[src/sv/srl_pkg.sv]
package srl_pkg;

   localparam logic [3:0] PH_START    = 4'd0;
   localparam logic [3:0] PH_TYPE     = 4'd1;
   localparam logic [3:0] PH_COUNT    = 4'd2;
   localparam logic [3:0] PH_ADDR_HI  = 4'd3;
   localparam logic [3:0] PH_ADDR_LO  = 4'd4;
   localparam logic [3:0] PH_ADDR_EXT = 4'd5;
   localparam logic [3:0] PH_DATA     = 4'd6;
   localparam logic [3:0] PH_CHECK    = 4'd7;
   localparam logic [3:0] PH_SKIP     = 4'd8;

   localparam logic [1:0] RT_S1 = 2'd0;
   localparam logic [1:0] RT_S2 = 2'd1;
   localparam logic [1:0] RT_S8 = 2'd2;
   localparam logic [1:0] RT_S9 = 2'd3;

   localparam logic [1:0] KIND_WRITE = 2'd0;
   localparam logic [1:0] KIND_RANGE = 2'd1;
   localparam logic [1:0] KIND_START = 2'd2;
   localparam logic [1:0] KIND_ERROR = 2'd3;

   localparam logic [1:0] ERR_LINE_START = 2'd0;
   localparam logic [1:0] ERR_FORMAT     = 2'd1;
   localparam logic [1:0] ERR_CHECKSUM   = 2'd2;

   localparam logic [1:0] CPU_MODE_WIDE = 2'd2;

   localparam logic [7:0] CH_S       = 8'h53;
   localparam logic [7:0] CH_ONE     = 8'h31;
   localparam logic [7:0] CH_TWO     = 8'h32;
   localparam logic [7:0] CH_EIGHT   = 8'h38;
   localparam logic [7:0] CH_NINE    = 8'h39;
   localparam logic [7:0] CH_NEWLINE = 8'h0A;

   localparam logic [7:0]  SUM_GOOD  = 8'hFF;
   localparam logic [15:0] LINE_MAX  = 16'hFFFF;
   localparam logic [24:0] S1_ADDR_MAX = 25'h000FFFF;

   typedef struct packed {
      logic [3:0]  phase;
      logic [1:0]  record_type;
      logic        type_ok;
      logic [3:0]  high_nibble;
      logic        nibble_pending;
      logic [7:0]  bytes_left;
      logic [24:0] cur_address;
      logic [23:0] range_start;
      logic        had_data;
      logic [7:0]  running_sum;
      logic [15:0] line_count;
      logic        halted;
   } state_type;

   typedef struct packed {
      logic [1:0]  kind;
      logic [23:0] address;
      logic [23:0] end_address;
      logic [7:0]  data;
      logic [1:0]  error_code;
      logic [15:0] line_number;
   } result_type;

   // {valid, value}
   function automatic logic [4:0] hex_digit(input logic [7:0] c);
      logic [4:0] r;
      r = '0;
      if (c >= 8'h30 && c <= 8'h39) begin
         r = {1'b1, c[3:0]};
      end else if ((c >= 8'h41 && c <= 8'h46) || (c >= 8'h61 && c <= 8'h66)) begin
         r = {1'b1, c[3:0] + 4'd9};
      end
      return r;
   endfunction

endpackage

[src/sv/srl_step.sv]
module srl_step (
   input  logic [1:0]          cpu_mode,
   input  logic [7:0]          char_in,
   input  srl_pkg::state_type  cur,
   output srl_pkg::state_type  nxt,
   output logic                emit,
   output srl_pkg::result_type res
);
   import srl_pkg::*;

   logic [4:0] hv;
   logic [7:0] byte_v;
   logic [7:0] sum;
   logic       fail;
   logic [1:0] fail_code;
   logic [7:0] left_dec;
   logic [24:0] addr_dec;

   always_comb begin
      nxt       = cur;
      res       = '0;
      emit      = 1'b0;
      fail      = 1'b0;
      fail_code = ERR_FORMAT;
      hv        = hex_digit(char_in);
      byte_v    = {cur.high_nibble, hv[3:0]};
      sum       = cur.running_sum + byte_v;
      left_dec  = cur.bytes_left - 8'd1;
      addr_dec  = cur.cur_address - 25'd1;
      res.line_number = cur.line_count;

      if (!cur.halted) begin
         unique case (cur.phase)
            PH_START: begin
               if (char_in != CH_S) begin
                  fail      = 1'b1;
                  fail_code = ERR_LINE_START;
               end else begin
                  nxt.phase = PH_TYPE;
               end
            end
            PH_TYPE: begin
               if (char_in == CH_NEWLINE) begin
                  fail = 1'b1;
               end else begin
                  nxt.type_ok = 1'b1;
                  priority if (char_in == CH_ONE) begin
                     nxt.record_type = RT_S1;
                  end else if (char_in == CH_TWO) begin
                     nxt.record_type = RT_S2;
                  end else if (char_in == CH_EIGHT) begin
                     nxt.record_type = RT_S8;
                  end else if (char_in == CH_NINE) begin
                     nxt.record_type = RT_S9;
                  end else begin
                     nxt.record_type = RT_S1;
                     nxt.type_ok     = 1'b0;
                  end
                  nxt.running_sum    = '0;
                  nxt.nibble_pending = 1'b0;
                  nxt.phase          = PH_COUNT;
               end
            end
            PH_SKIP: begin
               if (char_in == CH_NEWLINE) begin
                  if (cur.line_count != LINE_MAX) begin
                     nxt.line_count = cur.line_count + 16'd1;
                  end
                  nxt.phase = PH_START;
               end
            end
            default: begin
               priority if (cur.phase == PH_DATA && !cur.nibble_pending &&
                            cur.record_type == RT_S1 && cur.cur_address > S1_ADDR_MAX) begin
                  fail = 1'b1;
               end else if (!hv[4]) begin
                  fail = 1'b1;
               end else if (!cur.nibble_pending) begin
                  nxt.high_nibble    = hv[3:0];
                  nxt.nibble_pending = 1'b1;
               end else begin
                  nxt.nibble_pending = 1'b0;
                  nxt.running_sum    = sum;
                  unique case (cur.phase)
                     PH_COUNT: begin
                        if (byte_v < 8'd3) begin
                           fail = 1'b1;
                        end else begin
                           nxt.bytes_left = byte_v - 8'd3;
                           nxt.phase      = PH_ADDR_HI;
                        end
                     end
                     PH_ADDR_HI: begin
                        nxt.cur_address = {9'd0, byte_v, 8'd0};
                        nxt.phase       = PH_ADDR_LO;
                     end
                     PH_ADDR_LO: begin
                        nxt.cur_address = {cur.cur_address[24:8], byte_v};
                        priority if (!cur.type_ok) begin
                           fail = 1'b1;
                        end else if (cur.record_type == RT_S1) begin
                           nxt.had_data    = cur.bytes_left != 8'd0;
                           nxt.range_start = {cur.cur_address[23:8], byte_v};
                           nxt.phase       = (cur.bytes_left != 8'd0) ? PH_DATA : PH_CHECK;
                        end else if (cur.record_type == RT_S9) begin
                           if (cur.bytes_left != 8'd0) begin
                              fail = 1'b1;
                           end else begin
                              nxt.phase = PH_CHECK;
                           end
                        end else if (cur.record_type == RT_S2 && cpu_mode != CPU_MODE_WIDE) begin
                           fail = 1'b1;
                        end else if (cur.bytes_left == 8'd0) begin
                           fail = 1'b1;
                        end else begin
                           nxt.bytes_left = left_dec;
                           nxt.phase      = PH_ADDR_EXT;
                        end
                     end
                     PH_ADDR_EXT: begin
                        nxt.cur_address = {cur.cur_address[16:0], byte_v};
                        if (cur.record_type == RT_S8) begin
                           if (cur.bytes_left != 8'd0) begin
                              fail = 1'b1;
                           end else begin
                              nxt.phase = PH_CHECK;
                           end
                        end else begin
                           nxt.had_data    = cur.bytes_left != 8'd0;
                           nxt.range_start = {cur.cur_address[15:0], byte_v};
                           nxt.phase       = (cur.bytes_left != 8'd0) ? PH_DATA : PH_CHECK;
                        end
                     end
                     PH_DATA: begin
                        nxt.cur_address = cur.cur_address + 25'd1;
                        nxt.bytes_left  = left_dec;
                        if (left_dec == 8'd0) begin
                           nxt.phase = PH_CHECK;
                        end
                        emit        = 1'b1;
                        res.kind    = KIND_WRITE;
                        res.address = cur.cur_address[23:0];
                        res.data    = byte_v;
                     end
                     PH_CHECK: begin
                        if (sum != SUM_GOOD) begin
                           fail      = 1'b1;
                           fail_code = ERR_CHECKSUM;
                        end else begin
                           nxt.phase = PH_SKIP;
                           if (cur.record_type == RT_S8 || cur.record_type == RT_S9) begin
                              emit        = 1'b1;
                              res.kind    = KIND_START;
                              res.address = cur.cur_address[23:0];
                           end else if (cur.had_data) begin
                              emit            = 1'b1;
                              res.kind        = KIND_RANGE;
                              res.address     = cur.range_start;
                              res.end_address = addr_dec[23:0];
                           end
                        end
                     end
                     default: begin
                     end
                  endcase
               end
            end
         endcase

         if (fail) begin
            nxt.halted      = 1'b1;
            emit            = 1'b1;
            res             = '0;
            res.kind        = KIND_ERROR;
            res.error_code  = fail_code;
            res.line_number = cur.line_count;
         end
      end
   end

endmodule

[src/sv/srec_record_loader_core.sv]
// S-record loader: takes one character per beat on req_ and parses S1/S2/S8/S9 lines
// (newline 0x0A ends a line, hex digits in either case). Each data byte gives a write
// beat on rsp_, a good S1/S2 checksum gives the loaded address range and S8/S9 gives the
// start address. The first error gives one error beat and the core then swallows all
// characters until reset. One character is taken every cycle: the parser next state is
// combinational and results go through one output register, so req_ready only drops
// while a result sits unaccepted. csr_wdata sets the CPU mode (2 enables S2 records);
// write it only while the core is idle.
module srec_record_loader_core (
   input  logic        clock,
   input  logic        reset,
   input  logic        csr_we,
   input  logic [1:0]  csr_wdata,
   input  logic        req_valid,
   output logic        req_ready,
   input  logic [7:0]  req_char_in,
   output logic        rsp_valid,
   input  logic        rsp_ready,
   output logic [1:0]  rsp_kind,
   output logic [23:0] rsp_address,
   output logic [23:0] rsp_end_address,
   output logic [7:0]  rsp_data,
   output logic [1:0]  rsp_error_code,
   output logic [15:0] rsp_line_number
);
   import srl_pkg::*;

   localparam state_type STATE_RESET = '{
      phase:          PH_START,
      record_type:    RT_S1,
      type_ok:        1'b0,
      high_nibble:    4'd0,
      nibble_pending: 1'b0,
      bytes_left:     8'd0,
      cur_address:    25'd0,
      range_start:    24'd0,
      had_data:       1'b0,
      running_sum:    8'd0,
      line_count:     16'd1,
      halted:         1'b0
   };

   logic [1:0] cpu_mode_ff;
   state_type  state_ff;
   state_type  state_in;
   logic       emit;
   result_type res_in;
   result_type res_ff;
   logic       rsp_valid_ff;
   logic       accept;

   assign req_ready = !rsp_valid_ff || rsp_ready;
   assign accept    = req_valid && req_ready;

   srl_step u_step (
      .cpu_mode (cpu_mode_ff),
      .char_in  (req_char_in),
      .cur      (state_ff),
      .nxt      (state_in),
      .emit     (emit),
      .res      (res_in)
   );

   always_ff @(posedge clock) begin
      if (reset) begin
         cpu_mode_ff  <= '0;
         state_ff     <= STATE_RESET;
         rsp_valid_ff <= 1'b0;
      end else begin
         if (csr_we) begin
            cpu_mode_ff <= csr_wdata;
         end
         if (accept) begin
            state_ff <= state_in;
         end
         if (accept && emit) begin
            rsp_valid_ff <= 1'b1;
         end else if (rsp_ready) begin
            rsp_valid_ff <= 1'b0;
         end
      end
   end

   always_ff @(posedge clock) begin
      if (accept && emit) begin
         res_ff <= res_in;
      end
   end

   assign rsp_valid       = rsp_valid_ff;
   assign rsp_kind        = res_ff.kind;
   assign rsp_address     = res_ff.address;
   assign rsp_end_address = res_ff.end_address;
   assign rsp_data        = res_ff.data;
   assign rsp_error_code  = res_ff.error_code;
   assign rsp_line_number = res_ff.line_number;

endmodule

[config.mk]
export PLATFORM = sky130hd
export DESIGN_NAME = srec_record_loader_core
export DESIGN_NICKNAME = d
export VERILOG_FILES = /design/src/sv/srl_pkg.sv /design/src/sv/srl_step.sv /design/src/sv/srec_record_loader_core.sv
export SDC_FILE = /design/constraint.sdc
export NUM_CORES = 1
export LEC_CHECK = 0
export ABC_CLOCK_PERIOD_IN_PS = 21100
export BUFFER_PORTS_ARGS = -buffer_cell sky130_fd_sc_hd__buf_2
export CAP_MARGIN = 20
export CORE_ASPECT_RATIO = 1.5
export CORE_MARGIN = 3
export CORE_UTILIZATION = 60
export CTS_BUF_LIST = sky130_fd_sc_hd__clkbuf_16
export DETAILED_ROUTE_END_ITERATION = 8
export GPL_TIMING_DRIVEN = 0
export PLACE_DENSITY = 0.92
export SLEW_MARGIN = 10
export SYNTH_ARGS = -nofsm -noshare
export SYNTH_HDL_FRONTEND = slang
export SYNTH_HIERARCHICAL = 1
export SYNTH_SLANG_ARGS = --single-unit
export TNS_END_PERCENT = 1
[constraint.sdc]
create_clock -name clock -period 21.1 [get_ports clock]
set_input_delay 2.11 -clock clock [delete_from_list [all_inputs] [get_ports clock]]
set_output_delay 2.11 -clock clock [all_outputs]
set_load 0.005 [all_outputs]
==> metrics.md, run 1 <==
| Metric | Value |
|---|---|
| Worst-Skew Late Latency | approximately 450 ps |
| Status | finished with violations |
| Critical path type | input pin to flop |
| Max-slew violation count | 0 |
| Layout area overhead | 11.8% |
| Synth top area share | between 10% and 20% |
| Internal power | approximately 570 uW |
| Top cells by area, synth | edfxtp_1 19%, dfxtp_1 16%, nand4b_1 6.8%, o21ai_0 5.8%, nand2b_1 5.2% |
| Util after Layout | 68.6% |
| GRT Resource Usage Total | 38.1% |
| Leakage | 4.56 nW |
| Chip height | 180 um |
| Clock share of power | 43.5% |
| Switch share | 24.1% |
| Sw Pwr | about 180 uW |
| Worst hold slack | 461 ps |
| Most frequent cells in the layout | 141 x o21ai_0, 137 x nand2_1, 104 x clkbuf_1, 100 x nand2b_1 |
| Period utilization | slightly above 40% |
| Post-synthesis instance area | roughly 12,000 um^2 |
| Fillers | 1,557 |
| Full die area | around 22,000 um^2 |
| Sequential share of power | between 40 and 50% |
| Routed WL per cell | 23.0 um |
| GR Layer Usage met1 | approximately 42% |
| CTS sink count | 174 |
| Routed Wire Length | 42,300 um |
| Gr busiest metal | met2 |
| Syn_nets | 1,490 |
| RSZ-0062 raised after global routing | no |
| Nets | approximately 1,600 |
| Worst slew pin tran | roughly 1200 ps |
| Worst hold path class | flop to flop |
| Failing checks | DRC |
| Total gr overflow | 0 |
| Final Setup Violations | 0 |
| Commonest non-fill, non-tap cell in the layout | o21ai_0 |
| Largest family of logic cells by synthesized area | simple AND/OR/NAND/NOR gates |
| Number of diodes | 0 |
| Syn Inst Count | 1,456 |
| Adder-Cell Fraction of Synth Area | 2.02% |
| Total CTS buffers | 17 |
| Rel. slew slack | between 10% and 20% |
| DP HPWL | roughly 30,000 um |
| Initial Util | 61.3% |
| Synth cell types | 92 |
| First-pass GRT wire length | ~65,000 um |
| Syn Area/Cell | 8.33 um^2 |
| Synth Flop Type | dfxtp_1 |
| Htree depth | 4 |
| Post-Synth Simple-Gate Area | around 28% |
| DRT antenna net count | 0 |
| Largest net degree at the start of global routing | 31 |
| Setup TNS | 0 ps |
| Fmax | 115 MHz |
| Max-cap violations | 0 |
| Synth Register Bits | 174 |
| Die width | 122 um |
| Asr flop ratio synth | 0% |
| Worst Path Required | 21,240 ps |
| Yosys top cell by area | edfxtp_1 |
| PD cells | 55.1 nW/um^2 |
| Sequential area share after synthesis | between 30% and 40% |
| Clock root buffer | clkbuf_16 |
| Final GP Congestion | 1.04 |
| CORE AREA | slightly below 20,000 um^2 |
| Min Tclk post-route | 8700 ps |
| Drt via density | 6.87 |
| Vias in the first global route | 12,200 |
| Final Hold Violating Endpoints | 0 |
| Comb power frac | 8.0% |
| Peak supply drop | a little over 0.05 mV |
| Post-synth EDFFs | 76 |
| Clk buf depth | 2 |
| Crit. End Element | flop |
| CP Max Fanout | 30 |
| Met3 usage | 7.85% |
| CTS tree | yes |
| Ports | 93 |
| Setup Skew | 9.36 ps |
| Clk pin slew, worst setup/hold paths | around 70 ps |
| # Post-CTS Setup Buffers | 0 |
| Hold buffers post-CTS | 0 |
| Xor/xnor cell area share of the yosys netlist | 3.46% |
| Crit start category | input pin |
| Post-synthesis compound-gate area fraction | 22.0% |
| Met2 global-route usage | 62.5% |
| DRC | 1 |
| DR vias | 12,700 |
| # port buffers | roughly 90 |
| # resized after CTS | 0 |
| DRT iter0 DRCs | 1,952 |
| Share of layout cells above drive strength 1 | 14.4% |
| Initial antenna violation count | 0 |
| Syn. warnings | 6 |
| Mux contribution to synthesized area | under 10% |
| First drt pass iteration count | 9 |
| Num rows | 63 |
| CP arrival | 8850 ps |
==> flip-flops by register name (all words and copies together), names as in the netlist <==
register / flops
cpu_mode_ff: 2
rsp_address: 24
rsp_data: 8
rsp_end_address: 24
rsp_error_code: 2
rsp_kind: 2
rsp_line_number: 16
rsp_valid: 1
state_ff: 95
==> cells by family (layout without fill, tap and decap cells) <==
kind of cell,Yosys count,count (layout)
AND/OR/NAND/NOR,592,592
XOR/XNOR,48,48
multiplexers,29,29
buffers and inverters,178,303
AO/OA/AOI/OAI,416,416
adder cells (fa/ha/maj),19,19
flip-flops,174,174
==> per-layer routing <==
| layer | wire [um] | part of all wire [%] | vias up |
|---|---|---|---|
| met5 | 0 | 0 | - |
| met4 | 3930 | 9.3 | 0 |
| met3 | 4130 | 9.7 | 255 |
| met2 | 20000 | 47 | 923 |
| met1 | 14300 | 34 | 5886 |
| li1 | - | - | 5590 |
==> worst max-delay path: stages <==
cell and delay, ps:
buf_2 100, clkbuf_1 320, inv_1 160, ha_1 210, clkbuf_1 180, o21bai_1 220, a21oi_1 170, a21oi_1 820
inv_1 510, ha_1 390, fa_1 430, a211oi_1 300, o21bai_1 130, a21oi_1 230, xor2_1 600, o21bai_1 390
a31o_2 340, a31oi_1 150, nand2_1 150, nor2b_4 620, buf_12 280
==> metrics by stage <==
stage | worst slack (ps) | total power, mW | instances | area, um^2
after CTS | 12820 | 0.748 | 1840 | 13600
after detailed placement | 12410 | 0.429 | 1808 | 13000
after floorplan | 11220 | 0.405 | 1456 | 12100
final | 12400 | 0.748 | 1841 | 13600
after global routing | 12120 | 0.766 | 1841 | 13600
after global placement | 8590 | 0.427 | 1805 | 12900
==> final cells by class <==
type	instances	area, um^2	area share [%]
Clock inverter	15	169	1.24
Clock buffer	17	425	3.14
Multi-Input combinational cell	1104	7080	52.2
Tap cell	260	325	2.40
Sequential cell	174	4240	31.3
Buffer	148	708	5.22
Timing Repair Buffer	93	505	3.73
Inverter	30	113	0.830
==> cell usage after synthesis, types with 6 or more instances <==
library cell	count
o211ai_1	13
and3_1	12
ha_1	18
a21oi_1	43
nor4b_1	6
edfxtp_1	76
a21o_1	8
buf_1	8
o21ai_1	45
a22oi_1	11
nor2_1	84
inv_1	28
nand3b_1	6
o22ai_1	8
buf_4	18
dfxtp_1	98
or4_1	7
nand4b_1	94
nor4_1	14
nand2b_1	100
or2_2	6
o21ai_0	141
nor3_1	34
buf_2	8
clkbuf_1	104
nand4_1	11
nand2_1	137
buf_6	10
mux2_2	24
nor2b_1	7
or3_1	13
xnor2_1	34
a31oi_1	14
xor2_1	14
o31ai_1	7
a22o_1	7
o21ai_2	17
nand3_1	31
a211oi_1	32
a221oi_1	6
==> power groups by stage <==
| stage | Sequential (mW) | Clock (mW) | Combinational (mW) |
|---|---|---|---|
| after floorplan | 0.373 | 0 | 0.0317 |
| after global placement | 0.372 | 0 | 0.0548 |
| after detailed placement | 0.371 | 0 | 0.0582 |
| after CTS | 0.363 | 0.326 | 0.0585 |
| after global routing | 0.364 | 0.338 | 0.0636 |
| final | 0.363 | 0.325 | 0.0596 |
==> path summary, 6_finish.rpt <==
| path | start | to | slack [ps] | cells after the start |
|---|---|---|---|---|
| hold / removal | state_ff[71]$_SDFFE_PP0P_ | state_ff[71]$_SDFFE_PP0P_ | 460 | 2 |
| setup reg to reg | state_ff[17]$_SDFFE_PP0P_ | rsp_data[6]$_DFFE_PP_ | 16570 | 12 |
| setup / recovery | req_char_in[1] | rsp_data[6]$_DFFE_PP_ | 12400 | 21 |
| hold reg to reg | state_ff[71]$_SDFFE_PP0P_ | state_ff[71]$_SDFFE_PP0P_ | 460 | 2 |
No activity file was read; power rests on OpenSTA's default activity.
==> run 2, diff against run 1 <==
ABC_AREA = 1   (was default)
ABC_CLOCK_PERIOD_IN_PS = 9100   (was 21100)
PLACE_DENSITY = 0.91   (was 0.92)
clock period = 9.1 ns   (was 21.1 ns; I/O delays follow)
==> metrics.md, run 2 <==
| Metric | Value |
|---|---|
| R2R Path Start | state_ff[84]$_SDFFE_PP0P_ (was state_ff[17]$_SDFFE_PP0P_) |
| Post-synthesis instance area | 12,600 um^2 (was 12,100 um^2) |
| Worst hold slack | 478 ps (was 461 ps) |
| Total gr overflow | 0 (unchanged) |
| CORE AREA | 20,500 um^2 (was 19,800 um^2) |
| Initial antenna violation count | 0 (unchanged) |
| Worst-Skew Late Latency | 460 ps (was 450 ps) |
| CTS sink count | 174 (unchanged) |
| CP Max Fanout | 36 (was 30) |
| Worst hold path class | flop to flop (unchanged) |
| Clk buf depth | 2 (unchanged) |
| DP Area | 13,400 um^2 (was 13,000 um^2) |
| # Post-CTS Setup Buffers | 0 (unchanged) |
| RSZ-0062 raised after global routing | no (unchanged) |
| Top-count cell post-synth | nand2_1 (was o21ai_0) |
| Nets | 2,057 (was 1,602) |
| Crit. End Element | flop (unchanged) |
| Setup Skew | 11.5 ps (was 9.36 ps) |
| Final Hold Violating Endpoints | 0 (unchanged) |
| GRT Resource Usage Total | 39.7% (was 38.1%) |
| Worst Path Required | 9240 ps (was 21,240 ps) |
| PD cells | 163 nW/um^2 (was 55.1 nW/um^2) |
| Worst Setup SP | req_char_in[1] (unchanged) |
| Largest net degree at the start of global routing | 37 (was 31) |
| Hold Startpoint | state_ff[69]$_SDFFE_PP0P_ (was state_ff[71]$_SDFFE_PP0P_) |
| CP arrival | 5490 ps (was 8850 ps) |
| Critical path type | input pin to flop (unchanged) |
| Asr flop ratio synth | 0% (unchanged) |
| Leakage | 6.20 nW (was 4.56 nW) |
| Critical Path Max Stage Delay | 840 ps (was 820 ps) |
| Routed WL per cell | 20.1 um (was 23.0 um) |
| Max-cap violations | 0 (unchanged) |
| Synth Flop Type | dfxtp_1 (unchanged) |
| DRT iter0 DRCs | 1,689 (was 1,952) |
| # resized after CTS | 0 (unchanged) |
| Initial Util | 61.5% (was 61.3%) |
| Chip height | 184 um (was 180 um) |
| Top cells by area, synth | edfxtp_1 18%, dfxtp_1 16%, nand2_1 11%, nor2_1 8.0%, inv_1 8.0% (was edfxtp_1 19%, dfxtp_1 16%, nand4b_1 6.8%, o21ai_0 5.8%, nand2b_1 5.2%) |
| DR vias | 14,000 (was 12,700) |
| Syn Inst Count | 1,912 (was 1,456) |
| Total CTS buffers | 17 (unchanged) |
| Worst Path Buf+Inv | 7 (was 6) |
| Htree depth | 4 (unchanged) |
| First drt pass iteration count | 7 (was 9) |
| Synth Register Bits | 174 (unchanged) |
| Crit start category | input pin (unchanged) |
| Rel. slew slack | 23.8% (was 16.9%) |
| Die width | 124 um (was 122 um) |
| Largest Register | state_ff (unchanged) |
| Full die area | 22,800 um^2 (was 22,000 um^2) |
| DP HPWL | 33,600 um (was 30,300 um) |
| CP max stage cell | o21ai_0 (was a21oi_1) |
| DRT antenna net count | 0 (unchanged) |
| Commonest cells post-synth | 381 x nand2_1, 269 x nor2_1, 268 x inv_1 (was 141 x o21ai_0, 137 x nand2_1, 104 x clkbuf_1) |
| # port buffers | 90 (was 89) |
| DRC | 0 (was 1) |
| CTS tree | yes (unchanged) |
| Commonest non-fill, non-tap cell in the layout | nand2_1 (was o21ai_0) |
| Num rows | 64 (was 63) |
| Most frequent cells in the layout | 381 x nand2_1, 270 x inv_1, 268 x nor2_1, 170 x nand3_1, 160 x a21oi_1 (was 141 x o21ai_0, 137 x nand2_1, 104 x clkbuf_1, 100 x nand2b_1) |
| Share of layout cells above drive strength 1 | 13.1% (was 14.4%) |
| Peak supply drop | 0.194 mV (was 0.0507 mV) |
| Drt via density | 6.09 (was 6.87) |
| Fmax | 187 MHz |
| First-pass GRT wire length | 71,100 um (was 65,500 um) |
| Min Tclk post-route | around 5300 ps |
| Yosys top cell by area | edfxtp_1 (unchanged) |
| Syn. warnings | 6 (unchanged) |
| Finished Layout Cells | 2,301 (was 1,841) |
| Syn Area/Cell | 6.60 um^2 (was 8.33 um^2) |
| Ports | 93 (unchanged) |
| Synth cell types | 51 (was 92) |
| Syn_nets | 1,946 (was 1,490) |
| Hold buffers post-CTS | 0 (unchanged) |
| Final Setup Violations | 0 (unchanged) |
| Period utilization | 58.8% |
| Clock root buffer | clkbuf_16 (unchanged) |
| Max-slew violation count | 0 (unchanged) |
| Clk pin slew, worst setup/hold paths | 70 ps (about the same) |
| Post-synth EDFFs | 76 (unchanged) |
| Synth top area share | 18.1% (was 18.8%) |
| Sequential area share after synthesis | 33.7% (was 35.0%) |
| Status | finished, final reports clean (was finished with violations) |
| Worst slew pin tran | 1130 ps (was 1230 ps) |
| CP top delay family | simple AND/OR/NAND/NOR gates (was compound AO/OA/AOI/OAI gates) |
| Final instance area | 14,100 um^2 (was 13,600 um^2) |
| Util after Layout | 68.5% (was 68.6%) |
| Vias in the first global route | 13,300 (was 12,200) |
| Cell mode on critical path | inv_1 |
| Routed Wire Length | 46,200 um (was 42,300 um) |
| Final GP Congestion | 1.11 (was 1.04) |
| Layout area overhead | 11.4% (was 11.8%) |
| Max reg flops | 95 (unchanged) |
| Placed cell count | 2,268 (was 1,808) |
[run 2: changes by cell type after synthesis, moves of 78 or more]
cell      change
nand2_1     +244
inv_1       +240
nor2_1      +185
nand3_1     +139
a21oi_1     +117
nand2b_1    -100
nand4b_1     -94
clkbuf_1     -78
[run 2: kinds of logic (layout without fill, tap and decap cells)]
logic type | after synthesis | in the layout | share of synthesized area [%]
mux | 1 | 1 | 0.0893
flops | 174 | 174 | 33.7
simple gates | 930 | 930 | 31.8
xor+xnor | 44 | 44 | 3.06
buf+inv | 396 | 520 | 14.0
fa+ha+maj | 19 | 19 | 1.94
other cells | 0 | 1 | 0
compound gates | 348 | 348 | 15.5
[run 2: power by group]
part	total, mW	switching (mW)	leakage (nW)	internal, mW
Sequential	0.957	0.0641	1.54	0.893
Clock	0.781	0.344	0.303	0.436
Combinational	0.550	0.370	4.36	0.181
[run 2: area by class of cell]
type / instances / area (um^2)
Clock inverter: 15 / 185
Multi-Input combinational cell: 1342 / 6610
Buffer: 115 / 708
Inverter: 281 / 1050
Timing Repair Buffer: 92 / 490
Tap cell: 264 / 330
Antenna cell: 1 / 2.50
Sequential cell: 174 / 4240
Fill cell: 1857 / 6450
Clock buffer: 17 / 425
[run 2: per-layer routing]
layer | track usage (%) | vias to the layer above | part of all wire (%)
li1 | - | 6455 | -
met1 | 40.9 | 6263 | 33
met2 | 68.2 | 949 | 47
met3 | 8.63 | 342 | 9.6
met4 | 34.5 | 0 | 11
met5 | 0 | - | 0
[run 2: final timing paths]
path                                    end  slack, ps  cells past startpoint
setup / recovery      rsp_data[7]$_DFFE_PP_       3750                     26
hold / removal    state_ff[69]$_SDFFE_PP0P_        480                      2
setup reg to reg      rsp_data[7]$_DFFE_PP_       5370                     17
hold reg to reg   state_ff[69]$_SDFFE_PP0P_        480                      2
[run 2: worst reg2reg max path, cell delays in order, from the launching register on]
cell     delay, ps
dfxtp_1        700
ha_1           390
nand2_1         80
nand2_1         60
a21oi_1        170
nand2_1         70
nand2_1         60
nand2_1         70
nand4_1         90
nand2_1        200
nand3_1        160
nand2_1         90
nand2_1         90
nand2_2        120
a21oi_1        270
inv_1          130
nor2_4         370
buf_12         280
[run 2: per-stage QoR]
step	TNS [ps]	total power, mW	setup slack [ps]
final	0	2.29	3750
after global routing	0	2.38	3470
after CTS	0	2.26	3750
after detailed placement	0	1.50	3310
after global placement	-34940	1.48	-469
after floorplan	0	1.32	1930
